File: src/design/mvsm_ram.sv
module mvsm_ram #(
  parameter int WIDTH = 16,
  parameter int DEPTH = 256
) (
  input  logic                                      clk_i,
  input  logic                                      we_i,
  input  logic [((DEPTH > 1) ? $clog2(DEPTH) : 1)-1:0] waddr_i,
  input  logic [WIDTH-1:0]                          wdata_i,
  input  logic                                      re_i,
  input  logic [((DEPTH > 1) ? $clog2(DEPTH) : 1)-1:0] raddr_i,
  output logic [WIDTH-1:0]                          rdata_o
);

  logic [WIDTH-1:0] mem [DEPTH];
  logic [WIDTH-1:0] rdata_q;

  always_ff @(posedge clk_i) begin
    if (we_i) begin
      mem[waddr_i] <= wdata_i;
    end
    if (re_i) begin
      rdata_q <= mem[raddr_i];
    end
  end

  assign rdata_o = rdata_q;

endmodule

File: config.mk
export PLATFORM = sky130hd
export DESIGN_NAME = mvsm_ram
export DESIGN_NICKNAME = d
export VERILOG_FILES = /design/src/design/mvsm_ram.sv
export SDC_FILE = /design/constraint.sdc
export NUM_CORES = 2
export LEC_CHECK = 0
export BUFFER_PORTS_ARGS = -buffer_cell sky130_fd_sc_hd__buf_2
export CAP_MARGIN = 15
export CORE_MARGIN = 4
export CORE_UTILIZATION = 30
export DETAILED_ROUTE_END_ITERATION = 12
export GPL_TIMING_DRIVEN = 0
export SETUP_SLACK_MARGIN = 0.1
export SLEW_MARGIN = 5
export SYNTH_ARGS = -nofsm -noshare
export SYNTH_HDL_FRONTEND = slang
export SYNTH_SLANG_ARGS = --single-unit
File: constraint.sdc
create_clock -name clk_i -period 3.75 [get_ports clk_i]
set_input_delay 0.75 -clock clk_i [delete_from_list [all_inputs] [get_ports clk_i]]
set_output_delay 0.75 -clock clk_i [all_outputs]
set_load 0.005 [all_outputs]
# Yosys cells after proc, flatten, opt, wreduce, memory -nomap -nowiden
# Memory sizes are Yosys's and may differ from the RTL's. A register that Yosys moved wholly into a read port is not among the register bits.
# Cells that the tools add are included.
[op_classes] n_mux=2
[ops] op="2-to-1 mux 1 bit" count=2
[totals] mem_count=1 ram_bits=4096 elab_cells=3 output_inout_bits=16 reg_bits=0 in_bits=35
[memory_table] memory="mem" words=256 width=16 read_ports=1 rd_ports_with_merged_regs=1 wr=1 line_no="14" source="logic [WIDTH-1:0] mem [DEPTH];"

# Longest topological paths before layout
[depth] word_depth=2 depth_mapped=12

# Least setup slack after synthesis
# Ideal clock, no wire load.
[synth_path] path_kind="input to register" from="input raddr_i[0] in the netlist's numbering" to="register rdata_q[4] (netlist: rdata_o[4]), read port of mem (data pin)" setup_time_ns=0.265 arrival_ns=2.734 slack_ns=0.751 cell_stages=8 cell_sequence="buf_6 -> buf_6 -> buf_2 -> mux4_2 -> mux4_2 -> a22o_1 -> o32ai_2 -> nor4_2"
[synth_lines] element="from (decl)" line_no="10" source="input logic [((DEPTH > 1) ? $clog2(DEPTH) : 1)-1:0] raddr_i,"
[synth_lines] element="to (decl)" line_no="15" source="logic [WIDTH-1:0] rdata_q;"

==> summary.txt <==
Global route
  – Global Route Usage Sum: 18.0%
  – GR Overflow Total: 0
  – Vias in the first global route: 82,290
  – Largest net degree at the start of global routing: 145
  – Initial antenna violation count: 39
  – First-pass GRT wire length: 683 mm

Power and ir drop
  – Pwr Total: 96,300 uW
  – Leak Pwr: 0.0583 uW
  – Pwr Density: 513 nW/um^2
  – Max VDD drop: 0.000429 V

Critical path
  – CP Launch Point: raddr_i[4]
  – Worst Setup EP: rdata_o[0]$_DFFE_PP_
  – Worst flop-to-flop path startpoint: mem[3][6]$_DFFE_PP_
  – Cells on worst reg2reg path: 7
  – Arrival time at the worst endpoint: 4640 ps
  – Worst R2R Setup Slack: 630 ps
  – CP Class: input pin to register
  – Worst setup EP type: register
  – Crit-path max FO: 10
  – CP required: 4450 ps
  – Worst reg2reg path endpoint: rdata_o[6]$_DFFE_PP_
  – Critical Path Start Type: input pin

CTS
  – Clock slew at reported path FFs: 60 ps
  – CTS max path bufs: 4
  – CTS H-tree depth: 5
  – Clock latency on the worst-skew pair: 960 ps
  – CTS tree: built
  – Clock sink count: 4,112
  – Root Buffer: clkbuf_16
  – CTS buffer count: 399

Routing
  – DR pass1 iterations: 10
  – 1st-iter DRT viols: 12,383
  – DR vias/cell: 5.42
  – Antenna Nets Post-Route: 0
  – WL/cell: 32.5 um
  – Detailed Route WL: 501 mm
  – Via count: 83,703
  – DRC viols: 0

Synthesis
  – Yosys Warn Count: 0
  – Syn Area/Cell: 21.6 sq um
  – Top FF cell, synth: edfxtp_1
  – Synth top area cells: edfxtp_1, mux4_2, mux2i_1
  – Most numerous cell in the Yosys netlist: edfxtp_1
  – Post-synthesis net count: 7,395
  – Synth top area share: 77.7%
  – Gate Count Post-Synth: 7,360
  – Post-synthesis sequential area ratio: 77.7%
  – Library cells used by synthesis: 51
  – Synth async-reset ratio: 0%
  – Synth area leader: edfxtp_1
  – Register bit count reported by yosys: 4,112
  – Post-synth top cells: edfxtp_1, mux4_2, mux2i_1
  – Post-synthesis instance area: 159,000 sq um
  – EDFF count, synth: 4,112

Timing
  – Worst Tran Pin Value: 1230 ps
  – Skew final: 49.9 ps
  – RSZ-0062 raised after global routing: true
  – # setup viols final: 11
  – Hold Fails Final Rpt: 0
  – Pins Over Slew Limit: 0
  – Period Utilization, post-route: 105%
  – Fin crit period: 3950 ps
  – Max-slew headroom: 18.2%
  – Setup WS post-layout: -196 ps
  – Peak Freq: 253 MHz

Floorplan
  – Initial Util: 30.1%
  – Core area: 528,000 sq um
  – # rows: 267
  – Die Y: 736 um
  – I/O pins: 51
  – Die footprint: 541,000 sq um
  – Die Wd: 736 um

Status
  – Failing checks: setup timing
  – Status: finished with violations

Place
  – RePlAce Congestion: 0.960
  – Port bufs: 40
  – Placed Area: 174,000 sq um
  – DP Cell Count: 14,695
  – Final HPWL DP: 349 mm
  – Dpl ws: -2670 ps

Run
  – Max cap viols: 0

Cells and area
  – Post-route cell area: 188,000 sq um
  – Share of post-route cells with drive strength above 1: 29.3%
  – Final #Nets: 8,137
  – Fill cells: 47,988
  – Fin cells: 15,453
  – Area growth from synthesis to layout: 18.1%

Min path
  – Worst hold-check path type: input pin to register
## critical path: stages
cell	delay, ps
clkbuf_2	480
clkbuf_2	570
buf_1	960
o221ai_1	450
o22ai_1	270
nor3_1	130
nor3_1	700
nor4_2	60
buf_4	220
## power breakdown
part / internal (uW) / switching, uW
combinational: 1830 / 4010
clock: 22200 / 17500
sequential: 50700 / 29.4
total: 74700 / 21500
## metal layers
metal / track usage, % / wire length, um / vias up / part of all wire (%)
li1: - / - / 32878 / -
met5: 0 / 196 / - / 0.039
met3: 5.20 / 58100 / 929 / 12
met1: 23.0 / 185000 / 44804 / 37
met2: 28.2 / 231000 / 5076 / 46
met4: 8.30 / 27000 / 16 / 5.4
## stage by stage
stage	utilization (%)	TNS, ps	hold WS, ps
global placement	31.8	-	1170
floorplan	-	0	849
finish	35.5	-982	120
global route	35.5	0	98.3
detailed placement	32.9	-201090	1090
CTS	35.5	0	58.4
## worst min path at each step
stage / cells after the start / end / start / slack (ps)
floorplan: 0 / mem[0][0]$_DFFE_PP_ / wdata_i[0] / 850
global placement: 1 / rdata_o[1]$_DFFE_PP_ / re_i / 1170
detailed placement: 1 / mem[80][15]$_DFFE_PP_ / wdata_i[15] / 1090
CTS: 1 / mem[83][15]$_DFFE_PP_ / wdata_i[15] / 60
global route: 1 / mem[85][15]$_DFFE_PP_ / wdata_i[15] / 100
finish: 1 / mem[85][15]$_DFFE_PP_ / wdata_i[15] / 120
## flip-flops by register name, indices dropped and copies added, names as in the netlist
register	cells
mem	4096
rdata_o	16
## cells in the final DEF (no fill, tap or decap), types with 32 or more instances in the layout
cell type,netlist,final
nor3_1,92,64
edfxtp_1,4112,4112
clkinv_1,0,87
a21oi_1,175,165
buf_4,26,63
o221ai_1,252,245
o21ai_0,37,34
mux2_2,88,88
clkbuf_1,230,196
nor2_2,0,252
buf_2,76,88
nand2_1,38,38
mux2i_1,565,565
buf_8,11,239
nand3_1,35,34
nor2_1,304,47
a22oi_1,43,42
o22ai_1,148,147
buf_16,0,48
mux4_2,797,797
bufinv_16,0,34
clkbuf_16,0,405
buf_6,77,91
clkbuf_2,0,92
a22o_1,32,32
clkinv_2,0,77
## repair_timing
action | in CTS | in global routing
setup endpoints to repair | 16 | 23
pin swaps | 2 | 10
buffers inserted | 0 | 2
hold buffers | 0 | 0
hold endpoints to repair | 0 | 0
resized for setup | 193 | 93
## cells by family after synthesis
family                 count (synthesis)  share of synthesized area [%]
muxes                               1450                           15.5
buffers and inverters                456                           1.69
AOI/OAI and AO/OA                    786                           3.53
and+or+nand+nor                      556                           1.57
DFF                                 4112                           77.7
## cell type report
cell class / instances / area [sq um] / share of cell area [%]
sequential: 4112 / 123000 / 65.8
multi-input combinational: 2792 / 34200 / 18.2
clock buffer: 481 / 10400 / 5.55
tap: 6994 / 8750 / 4.66
timing repair buffer: 343 / 5400 / 2.88
buffer: 450 / 2940 / 1.57
clock inverter: 250 / 2360 / 1.26
antenna: 27 / 67.6 / 0.0360
inverter: 4 / 17.5 / 0.00934
Power figures use the tool's default switching activity.
