[config.mk]
export PLATFORM = sky130hd
export DESIGN_NAME = mvsm_mac
export DESIGN_NICKNAME = d
export VERILOG_FILES = /design/src/design/mvsm_pkg.sv /design/src/design/mvsm_mac.sv
export SDC_FILE = /design/constraint.sdc
export NUM_CORES = 1
export LEC_CHECK = 0
export BUFFER_PORTS_ARGS = -buffer_cell sky130_fd_sc_hd__buf_2
export CAP_MARGIN = 20
export CELL_PAD_IN_SITES_DETAIL_PLACEMENT = 1
export CELL_PAD_IN_SITES_GLOBAL_PLACEMENT = 2
export CORE_MARGIN = 5
export CORE_UTILIZATION = 37
export CTS_BUF_LIST = sky130_fd_sc_hd__clkbuf_8
export CTS_CLUSTER_DIAMETER = 30
export DETAILED_ROUTE_END_ITERATION = 6
export HOLD_SLACK_MARGIN = 0.08
export PLACE_DENSITY_LB_ADDON = 0.1
export SYNTH_ARGS = -nofsm -noshare
export SYNTH_HDL_FRONTEND = slang
export SYNTH_SLANG_ARGS = --single-unit
[constraint.sdc]
create_clock -name clk_i -period 7.2 [get_ports clk_i]
set_input_delay 1.44 -clock clk_i [delete_from_list [all_inputs] [get_ports clk_i]]
set_output_delay 1.44 -clock clk_i [all_outputs]
set_load 0.01 [all_outputs]
[src/design/mvsm_pkg.sv]
package mvsm_pkg;

  localparam int VOICES       = 16;
  localparam int CHANNELS     = 2;
  localparam int SAMPLE_WORDS = 65536;

  localparam int WORD_W  = 16;
  localparam int VID_W   = 4;
  localparam int MASK_W  = 16;
  localparam int VIDX_W  = (VOICES > 1) ? $clog2(VOICES) : 1;
  localparam int SADDR_W = $clog2(SAMPLE_WORDS);
  localparam int PROD_W  = 2 * WORD_W + 1;
  localparam int ACC_W   = PROD_W + VIDX_W + 1;

  typedef enum logic [1:0] {
    MODE_LOAD   = 2'd0,
    MODE_PLAY   = 2'd1,
    MODE_STOP   = 2'd2,
    MODE_RENDER = 2'd3
  } mode_e;

  typedef enum logic [2:0] {
    S_IDLE,
    S_VRD,
    S_VCHK,
    S_CH0,
    S_CH1,
    S_ACC,
    S_DONE
  } state_e;

  typedef struct packed {
    logic [WORD_W-1:0] start;
    logic [WORD_W-1:0] length;
    logic [WORD_W-1:0] position;
    logic [WORD_W-1:0] volume;
  } voice_t;

  typedef struct packed {
    logic clear;
    logic mul;
    logic acc;
    logic ch;
  } mac_ctrl_t;

endpackage

[src/design/mvsm_mac.sv]
module mvsm_mac import mvsm_pkg::*; (
  input  logic                     clk_i,
  input  mac_ctrl_t                ctrl_i,
  input  logic [WORD_W-1:0]        gain_i,
  input  logic signed [WORD_W-1:0] sample_i,
  output logic signed [WORD_W-1:0] left_o,
  output logic signed [WORD_W-1:0] right_o
);

  localparam int Q_W = ACC_W - 12;

  logic signed [PROD_W-1:0] prod_q;
  logic signed [ACC_W-1:0]  acc0_q;
  logic signed [ACC_W-1:0]  acc1_q;

  // round half up by 12 bits, then clamp to 16 bits
  function automatic logic signed [WORD_W-1:0] round_sat(input logic signed [ACC_W-1:0] acc);
    logic signed [ACC_W-1:0] x;
    logic signed [Q_W-1:0]   q;
    logic signed [Q_W-1:0]   max_v;
    logic signed [Q_W-1:0]   min_v;
    x     = acc + ACC_W'(2048);
    q     = x[ACC_W-1:12];
    max_v = Q_W'(32767);
    min_v = Q_W'(-32768);
    if (q > max_v) begin
      return WORD_W'(max_v);
    end else if (q < min_v) begin
      return WORD_W'(min_v);
    end
    return WORD_W'(q);
  endfunction

  always_ff @(posedge clk_i) begin
    if (ctrl_i.mul) begin
      prod_q <= $signed({1'b0, gain_i}) * sample_i;
    end
    if (ctrl_i.clear) begin
      acc0_q <= '0;
      acc1_q <= '0;
    end else if (ctrl_i.acc) begin
      if (ctrl_i.ch) begin
        acc1_q <= acc1_q + ACC_W'(prod_q);
      end else begin
        acc0_q <= acc0_q + ACC_W'(prod_q);
      end
    end
  end

  assign left_o  = round_sat(acc0_q);
  assign right_o = (CHANNELS > 1) ? round_sat(acc1_q) : round_sat(acc0_q);

endmodule

# Word-level counts from Yosys, hierarchy flattened
# Index checks and enable logic that the tools add are counted.
# word_totals
register_bits,109
output_inout_bits,32
# op_classes
n_addsub,4
multipliers,1
n_lt_le_gt_ge,4
muxes,10
bitwise,1
reduce_logical,2
# op_table
operator,n
2-to-1 mux 16 bit,6
"adder 38 x 13 -> 38 bit, second input constant",2
adder 38 x 33 -> 38 bit,2
"> comparator 26 x 16 -> 1 bit, second input constant",2
"< comparator 26 x 16 -> 1 bit, second input constant",2
multiplier 17 x 16 -> 33 bit,1
2-to-1 mux 1 bit,4
AND reduction 2 bit,2
inverter 1 bit,1

# Logic depth before layout (Yosys ltp)
# Gate-level depths: netlist (run 1).
# logic_depth
depth_word,5
ltp_mapped,24

# Least setup slack after synthesis (run 1)
# OpenSTA, ideal clock, no wires.
# synth_timing
kind,input to register
start,in sample_i[9]
end,reg prod_q[32] (data pin)
setup_time_ns,0.258
arrival_time_ns,7.181
required_ns,6.942
slack_ns,-0.238
path_stages,23
n_path_buf,1
path_cell_list,clkbuf_1 -> nand2_1 -> fa_1 -> inv_1 -> fa_1 -> inv_1 -> fa_1 -> inv_1 -> fa_1 -> fa_1 -> inv_1 -> fa_1 -> inv_1 -> ha_1 -> o21a_1 -> nor2_1 -> nor2b_1 -> a41o_1 -> nor3b_1 -> o41ai_2 -> o2111ai_1 -> a211o_1 -> xnor2_1
# synth_via
elab_chain_len,1
# synth_lines
element,line_no,source
"start, declared",mvsm_mac.sv:5,"input logic signed [WORD_W-1:0] sample_i,"
multiplier 17 x 16 -> 33 bit,mvsm_mac.sv:36,"prod_q <= $signed({1'b0, gain_i}) * sample_i;"
"end signal, assigned",mvsm_mac.sv:36,
"end, declared",mvsm_mac.sv:12,logic signed [PROD_W-1:0] prod_q;
# No other way between the ends.
# A chain may end at the register's enable or synchronous reset.

# Worst setup path in the final report (run 1)
# layout_timing
start,in gain_i[7]
end,reg prod_q[32] (data pin)
# layout_via
elab_chain_len,1
# layout_lines
element,line_no,source
"start, declared",mvsm_mac.sv:4,"input logic [WORD_W-1:0] gain_i,"
multiplier 17 x 16 -> 33 bit,mvsm_mac.sv:36,
# No other way between the ends.

==> reports/qor.csv, run 1 <==
stage;metric;value;unit
floorplanning;num_io_pins;69;
logic_synthesis;synth_ff_type;dfxtp_1;
detailed_routing;route.vias.total;14800;
worst_setup_path;critPathLaunch;gain_i[7];
detailed_routing;routed_wl;50.7;mm
placed_design;dp_hpwl;43.0;mm
final_layout;syn2layout_area_growth;11.8;%
cts;ctsRootBufferMaster;clkbuf_8;
logic_synthesis;synth_seq_area_share;14.4;%
logic_synthesis;netlist_instances;2105;
logic_synthesis;synth_edf_count;33;
placed_design;place_ws;-0.410;ns
logic_synthesis;ys_types;71;
floorplanning;core;46700;µm²
sta;fin_crit;6.99;ns
worst_setup_path;rrSetupSlack;3.41;ns
cts;cts_made_buffers;9;
placed_design;gp_congestion;0.844;
grt;grt_max_degree;49;
final_layout;drive_gt1_share;10.8;%
sta;hold_viol;0;
worst_setup_path;r2r-start;prod_q[0]$_DFFE_PP_;
grt;track_usage;20.0;%
logic_synthesis;synthArstFlopShare;0;%
final_layout;nets;2654;
power_and_ir_drop;ir_drop;0.393;mV
logic_synthesis;synth_area;17500;µm²
sta;relSlewSlack;50.2;%
floorplanning;row_count;79;
power_and_ir_drop;cellPowerDensity;498;nW/µm²
worst_setup_path;start_kind;input port;
grt;grt-ovfl-total;0;
detailed_routing;wl_per_cell;17.9;µm
cts;clk_pin_slew_worst_paths;0.12;ns
worst_setup_path;crit_type;in -> reg;
sta;fin_skew;0.0197;ns
grt;grt_pass1_vias;15900;
grt;antenna_found_initial;1;
logic_synthesis;yosys_warnings;0;
final_layout;nFillCells;5625;
cts;cts_tree;yes;
cts;hold_buffers;0;
worst_hold_path;min_path_type;reg -> reg;
worst_hold_path;hold_depth;2;
cts;clk_path_buf_depth;2;
detailed_routing;drtAntennaViolNets;0;
sta;period_share;97.1;%
floorplanning;die_w;227;µm
detailed_routing;drt_first_iter_violations;601;
worst_setup_path;worstReg2RegEnd;acc0_q[36]$_SDFFE_PP0P_;
logic_synthesis;syn_avg_cell_area;8.31;µm²
worst_setup_path;required;7.41;ns
worst_setup_path;worstRegToRegCells;13;
worst_setup_path;cp_data_arrival_time;7.20;ns
cts;clock-sinks;109;
sta;worst_slew_pin_slew;0.743;ns
sta;setup_viol;0;
sta;final_max_slew_viol_count;0;
power_and_ir_drop;p_leak;0.00922;µW
sta;fin_ws;0.206;ns
worst_setup_path;end_kind;flip-flop;
placed_design;place_area;19200;µm²
grt;grt_first_pass_wirelength;83.8;mm
detailed_routing;first_pass_iters;4;
sta;max_freq;0.143;GHz
status;status;complete, no violations;
final_layout;final_area;19600;µm²
cts;htree_levels;3;
worst_setup_path;endpoint;prod_q[32]$_DFFE_PP_;
floorplanning;design.die.area;51700;µm²
logic_synthesis;syn_nets;2536;
detailed_routing;drc;0;
logic_synthesis;ys_ff_latch;109;
sta;holdWs;0.467;ns
floorplanning;dieHeight;227;µm
flow_run;maxCapViolations;0;
floorplanning;initial_core_util;37.5;%
placed_design;port_buffers;68;
cts;insertion_delay;0.45;ns
detailed_routing;routed_via_density;5.21;
worst_setup_path;crit_path_max_fanout;10;
[cells by family after synthesis]
group	Yosys count	share of synthesized area, %
buf+inv	353	7.62
compound gates	438	16.2
simple gates	690	19.2
fa+ha+maj	394	36.6
flops	109	14.4
xor+xnor	119	5.96
mux	2	0.114
[Yosys cell counts, types with 7 or more instances]
cell | number | area (µm²)
o31ai_1 | 10 | 75.1
inv_1 | 268 | 1010
o21ai_1 | 15 | 75.1
nand3b_1 | 7 | 52.6
edfxtp_1 | 33 | 991
dfxtp_1 | 76 | 1520
fa_1 | 196 | 3920
o21a_1 | 18 | 135
nor2b_1 | 18 | 113
a21o_1 | 55 | 413
a31oi_1 | 14 | 87.6
xnor2_1 | 77 | 674
o21bai_1 | 20 | 150
or3_1 | 11 | 68.8
o211ai_1 | 12 | 90.1
nor2_1 | 91 | 342
buf_1 | 7 | 26.3
and2_1 | 124 | 776
ha_1 | 198 | 2480
clkbuf_1 | 70 | 263
a211oi_1 | 21 | 158
nand4_1 | 20 | 125
xor2_1 | 42 | 368
o21ai_0 | 70 | 350
and3_1 | 18 | 113
a21oi_1 | 143 | 716
nor3_1 | 26 | 130
nand2b_1 | 20 | 125
nand2_1 | 275 | 1030
nand3_1 | 53 | 265
[per-layer routing]
| layer | share of wire, % | GRT usage [%] | wire (µm) | vias to the layer above |
|---|---|---|---|---|
| met5 | 0 | 0 | 0 | - |
| met4 | 1.8 | 4.71 | 899 | 0 |
| met3 | 2.2 | 1.46 | 1110 | 48 |
| met2 | 47 | 34.2 | 23700 | 178 |
| met1 | 49 | 27.7 | 25000 | 7264 |
| li1 | - | - | - | 7287 |
[where the power goes]
part,total [µW],internal [µW],leakage [µW],switching [µW]
sequential,1310,1070,0.000945,244
clock,394,133,0.0000872,261
combinational,8030,3820,0.00819,4210
[area by class of cell]
| class | instances | area, µm² | area share, % |
|---|---|---|---|
| Antenna cell | 1 | 2.50 | 0.0128 |
| Clock buffer | 9 | 124 | 0.633 |
| Clock inverter | 7 | 67.6 | 0.345 |
| Inverter | 270 | 1010 | 5.18 |
| Multi-Input combinational cell | 1643 | 13800 | 70.4 |
| Sequential cell | 109 | 2510 | 12.8 |
| Tap cell | 607 | 759 | 3.88 |
| Timing Repair Buffer | 190 | 1300 | 6.65 |
[worst max-delay path, cell delays in order]
cell,delay (ns)
clkbuf_4,0.18
and2_4,0.18
fa_1,0.53
inv_1,0.05
fa_1,0.45
fa_1,0.52
inv_1,0.06
fa_1,0.49
fa_1,0.55
inv_1,0.06
fa_1,0.52
inv_1,0.07
ha_4,0.24
o21a_1,0.20
nor2_2,0.14
nor2b_1,0.06
a41o_1,0.26
nor3b_2,0.18
o41ai_4,0.40
o2111ai_2,0.17
a211o_1,0.33
xnor2_1,0.12
[metrics by stage]
stage	instances	TNS [ns]	utilization, %	total power, µW
after floorplan	2105	-0.00137	-	6600
after global placement	2816	-2.08	41.1	8930
after detailed placement	2816	-3.18	41.1	9080
after CTS	2832	0	41.6	9540
after global routing	2836	-0.0127	41.9	10900
final	2836	0	41.9	9740
[how the worst min path moves through the flow]
stage,to,slack (ns),startpoint
3_5_place_dp,acc0_q[4]$_SDFFE_PP0P_,0.45,acc0_q[4]$_SDFFE_PP0P_
3_3_place_gp,acc0_q[10]$_SDFFE_PP0P_,0.44,acc0_q[10]$_SDFFE_PP0P_
5_1_grt,acc0_q[4]$_SDFFE_PP0P_,0.50,acc0_q[4]$_SDFFE_PP0P_
6_report,acc0_q[4]$_SDFFE_PP0P_,0.47,acc0_q[4]$_SDFFE_PP0P_
2_1_floorplan,acc0_q[10]$_SDFFE_PP0P_,0.44,acc0_q[10]$_SDFFE_PP0P_
4_1_cts,acc0_q[4]$_SDFFE_PP0P_,0.47,acc0_q[4]$_SDFFE_PP0P_
[placed cells by master (no fill, tap or decap), types with 25 or more instances in the layout]
| master | Yosys | layout |
|---|---|---|
| fa_1 | 196 | 196 |
| edfxtp_1 | 33 | 33 |
| inv_1 | 268 | 268 |
| nor3_1 | 26 | 25 |
| nand2_1 | 275 | 275 |
| dfxtp_1 | 76 | 76 |
| a21o_1 | 55 | 55 |
| o21ai_0 | 70 | 69 |
| buf_4 | 0 | 120 |
| ha_1 | 198 | 193 |
| nand3_1 | 53 | 53 |
| nor2_1 | 91 | 90 |
| buf_2 | 6 | 60 |
| xor2_1 | 42 | 42 |
| a21oi_1 | 143 | 141 |
| xnor2_1 | 77 | 77 |
| and2_1 | 124 | 121 |
[flip-flops by register name, indices dropped and copies added, names as in the netlist]
name    flops
prod_q     33
acc0_q     38
acc1_q     38
[what timing repair did]
item / CTS / global route
setup endpoints to repair: 0 / 8
hold endpoints to repair: 0 / 0
gates resized for setup: 0 / 31
setup buffers: 0 / 1
No activity file was read; power rests on OpenSTA's default activity.
==> inputs of run 2 (changes only) <==
--- a/config.mk
+++ b/config.mk
@@ -5,12 +5,14 @@
 export SDC_FILE = /design/constraint.sdc
 export NUM_CORES = 1
 export LEC_CHECK = 0
+export ABC_AREA = 1
+export ABC_CLOCK_PERIOD_IN_PS = 7200
 export BUFFER_PORTS_ARGS = -buffer_cell sky130_fd_sc_hd__buf_2
 export CAP_MARGIN = 20
 export CELL_PAD_IN_SITES_DETAIL_PLACEMENT = 1
 export CELL_PAD_IN_SITES_GLOBAL_PLACEMENT = 2
 export CORE_MARGIN = 5
-export CORE_UTILIZATION = 37
+export CORE_UTILIZATION = 33
 export CTS_BUF_LIST = sky130_fd_sc_hd__clkbuf_8
 export CTS_CLUSTER_DIAMETER = 30
 export DETAILED_ROUTE_END_ITERATION = 6
==> reports/qor.csv, run 2 <==
stage;metric;value;unit
status;status;complete, no violations;
sta;final_max_slew_viol_count;0;
sta;fin_skew;0.0163;ns
logic_synthesis;synth_top_family_by_area;adder cells;
cts;cts_tree;yes;
final_layout;final_area;21100;µm²
detailed_routing;drt_first_iter_violations;791;
worst_setup_path;start_kind;input port;
worst_setup_path;end_kind;flip-flop;
final_layout;final_common_cell;nand2_1;
grt;track_usage;21.2;%
sta;period_share;92.6;%
floorplanning;die_w;254;µm
placed_design;port_buffers;68;
power_and_ir_drop;ir_drop;0.376;mV
worst_setup_path;critPathLaunch;sample_i[15];
flow_run;maxCapViolations;0;
power_and_ir_drop;p_leak;0.0117;µW
floorplanning;num_io_pins;69;
logic_synthesis;syn_avg_cell_area;6.55;µm²
cts;cts_made_buffers;9;
placed_design;place_ws;0.00708;ns
placed_design;dp_hpwl;59.5;mm
logic_synthesis;synth-xor-area-share;4.09;%
detailed_routing;route.vias.total;18400;
floorplanning;initial_core_util;33.4;%
detailed_routing;first_pass_iters;4;
sta;hold_viol;0;
placed_design;gp_congestion;0.878;
logic_synthesis;syn_nets;3439;
grt;grt-ovfl-total;0;
logic_synthesis;yosys_warnings;0;
sta;setup_viol;0;
floorplanning;dieHeight;254;µm
grt;antenna_found_initial;1;
detailed_routing;routed_via_density;4.82;
grt;grt_max_degree;58;
worst_setup_path;crit_type;in -> reg;
cts;clock-sinks;109;
logic_synthesis;ys_types;38;
final_layout;final_util;35.7;%
worst_hold_path;min_path_type;reg -> reg;
detailed_routing;drc;0;
detailed_routing;drtAntennaViolNets;0;
placed_design;place_area;20900;µm²
cts;post_cts_buffers;0;
final_layout;register_area;2510;µm²
floorplanning;row_count;89;
logic_synthesis;ys_ff_latch;109;
cts;ctsRootBufferMaster;clkbuf_8;
detailed_routing;routed_wl;68.1;mm
worst_setup_path;cp_data_arrival_time;6.93;ns
worst_setup_path;worstRegToRegCells;11;
final_layout;top_regs;acc0_q (38), acc1_q (38), prod_q (33);
worst_setup_path;crit_path_max_fanout;11;
cts;htree_levels;3;
logic_synthesis;synth_seq_area_share;12.8;%
grt;grt_first_pass_wirelength;109;mm
logic_synthesis;netlist_instances;3008;
power_and_ir_drop;power;9240;µW
floorplanning;core;59000;µm²
sta;rsz0062_at_grt;no;
cts;clk_path_buf_depth;2;
logic_synthesis;synth_fa_ha_area_share;32.5;%
worst_setup_path;required;7.46;ns
cts;hold_buffers;0;
logic_synthesis;synthMuxAreaShare;0;%
logic_synthesis;synthSimpleGateAreaFrac;27.7;%
logic_synthesis;synthArstFlopShare;0;%
detailed_routing;wl_per_cell;17.9;µm
final_layout;layout_common_cells;nand2_1, inv_1, nor2_1, ha_1, fa_1;
sta;worst_slew_pin_slew;1.09;ns
logic_synthesis;synth_area;19700;µm²
power_and_ir_drop;cellPowerDensity;439;nW/µm²
logic_synthesis;yosys.area.top_type;fa_1;
worst_setup_path;r2r-start;prod_q[0]$_DFFE_PP_;
cts;insertion_delay;0.43;ns
logic_synthesis;synth_common_cells;nand2_1, inv_1, nor2_1;
logic_synthesis;synth_edf_count;33;
grt;grt_pass1_vias;19700;
worst_setup_path;worstReg2RegEnd;acc1_q[30]$_SDFFE_PP0P_;
final_layout;nets;3462;
cts;clk_pin_slew_worst_paths;0.11;ns
sta;fin_crit;6.67;ns
logic_synthesis;synthDominantCellAreaShare;19.9;%
final_layout;multi_input_area;14500;µm²
final_layout;drive_gt1_share;4.58;%
floorplanning;design.die.area;64700;µm²
cts;ctsResizeCount;0;
sta;max_freq;0.150;GHz
worst_setup_path;endpoint;prod_q[25]$_DFFE_PP_;
sta;fin_ws;0.529;ns
logic_synthesis;synth.most_common_cell;nand2_1;
worst_setup_path;rrSetupSlack;4.34;ns
logic_synthesis;yosys-top-cells-area;fa_1, nand2_1, ha_1;
final_layout;nFillCells;7748;
final_layout;syn2layout_area_growth;6.95;%
logic_synthesis;synth_ff_type;dfxtp_1;
sta;relSlewSlack;26.9;%
logic_synthesis;synth_compound_area_share;9.30;%
sta;setup_tns;0;ns
==> run 2: per-layer routing <==
layer / wire length (µm) / part of all wire [%] / global-route usage (%) / up-vias
li1: - / - / - / 9215
met1: 31900 / 47 / 27.9 / 8921
met2: 33600 / 49 / 38.3 / 182
met3: 1070 / 1.6 / 1.07 / 54
met4: 1590 / 2.3 / 5.11 / 0
met5: 0 / 0 / 0 / -
==> run 2: final cells by class <==
type / count / area share (%)
sequential: 109 / 11.9
timing repair buffer: 94 / 2.54
antenna: 1 / 0.0119
clock inverter: 7 / 0.297
tap: 773 / 4.59
clock buffer: 9 / 0.588
inverter: 625 / 11.1
multi-input combinational: 2192 / 68.9
==> run 2: kinds of logic (layout without fill, tap and decap cells) <==
family | after synthesis | count (layout)
other | 0 | 1
buffers and inverters | 707 | 735
AO/OA/AOI/OAI | 338 | 338
AND/OR/NAND/NOR | 1368 | 1368
XOR/XNOR | 92 | 92
flip-flops | 109 | 109
adder cells (fa/ha/maj) | 394 | 394
==> run 2: worst min-delay path by stage <==
stage,from,endpoint,slack (ns),cells after the start
2_1_floorplan,acc1_q[0]$_SDFFE_PP0P_,acc1_q[0]$_SDFFE_PP0P_,0.46,2
3_3_place_gp,acc1_q[0]$_SDFFE_PP0P_,acc1_q[0]$_SDFFE_PP0P_,0.47,2
3_5_place_dp,acc1_q[0]$_SDFFE_PP0P_,acc1_q[0]$_SDFFE_PP0P_,0.49,2
4_1_cts,acc1_q[0]$_SDFFE_PP0P_,acc1_q[0]$_SDFFE_PP0P_,0.51,2
5_1_grt,acc1_q[0]$_SDFFE_PP0P_,acc1_q[0]$_SDFFE_PP0P_,0.54,2
6_report,acc1_q[37]$_SDFFE_PP0P_,acc1_q[37]$_SDFFE_PP0P_,0.51,2
==> run 2: report_power, final <==
| group | total, µW | leakage, µW | internal, µW | switching [µW] |
|---|---|---|---|---|
| Sequential | 1310 | 0.000950 | 1040 | 265 |
| Clock | 385 | 0.0000932 | 134 | 251 |
| Combinational | 7550 | 0.0106 | 2680 | 4870 |
| Total | 9240 | 0.0117 | 3860 | 5390 |
==> run 2: critical path, stage by stage <==
cell	delay, ns
buf_2	0.09
inv_1	0.17
or2_2	0.35
fa_1	0.51
fa_1	0.55
inv_1	0.05
fa_1	0.50
fa_1	0.51
fa_1	0.55
inv_1	0.05
fa_1	0.52
inv_1	0.04
ha_1	0.33
buf_4	0.14
nand2_1	0.12
nor2_1	0.23
inv_1	0.07
nor2_1	0.17
nand2_1	0.07
nand2_1	0.10
nand2_1	0.06
nand2_1	0.08
xor2_1	0.22
==> run 2: through the flow <==
stage / hold WS [ns] / cells
6_report: 0.506 / 3810
5_1_grt: 0.539 / 3810
4_1_cts: 0.510 / 3809
3_3_place_gp: 0.473 / 3793
2_1_floorplan: 0.459 / 3008
3_5_place_dp: 0.492 / 3793
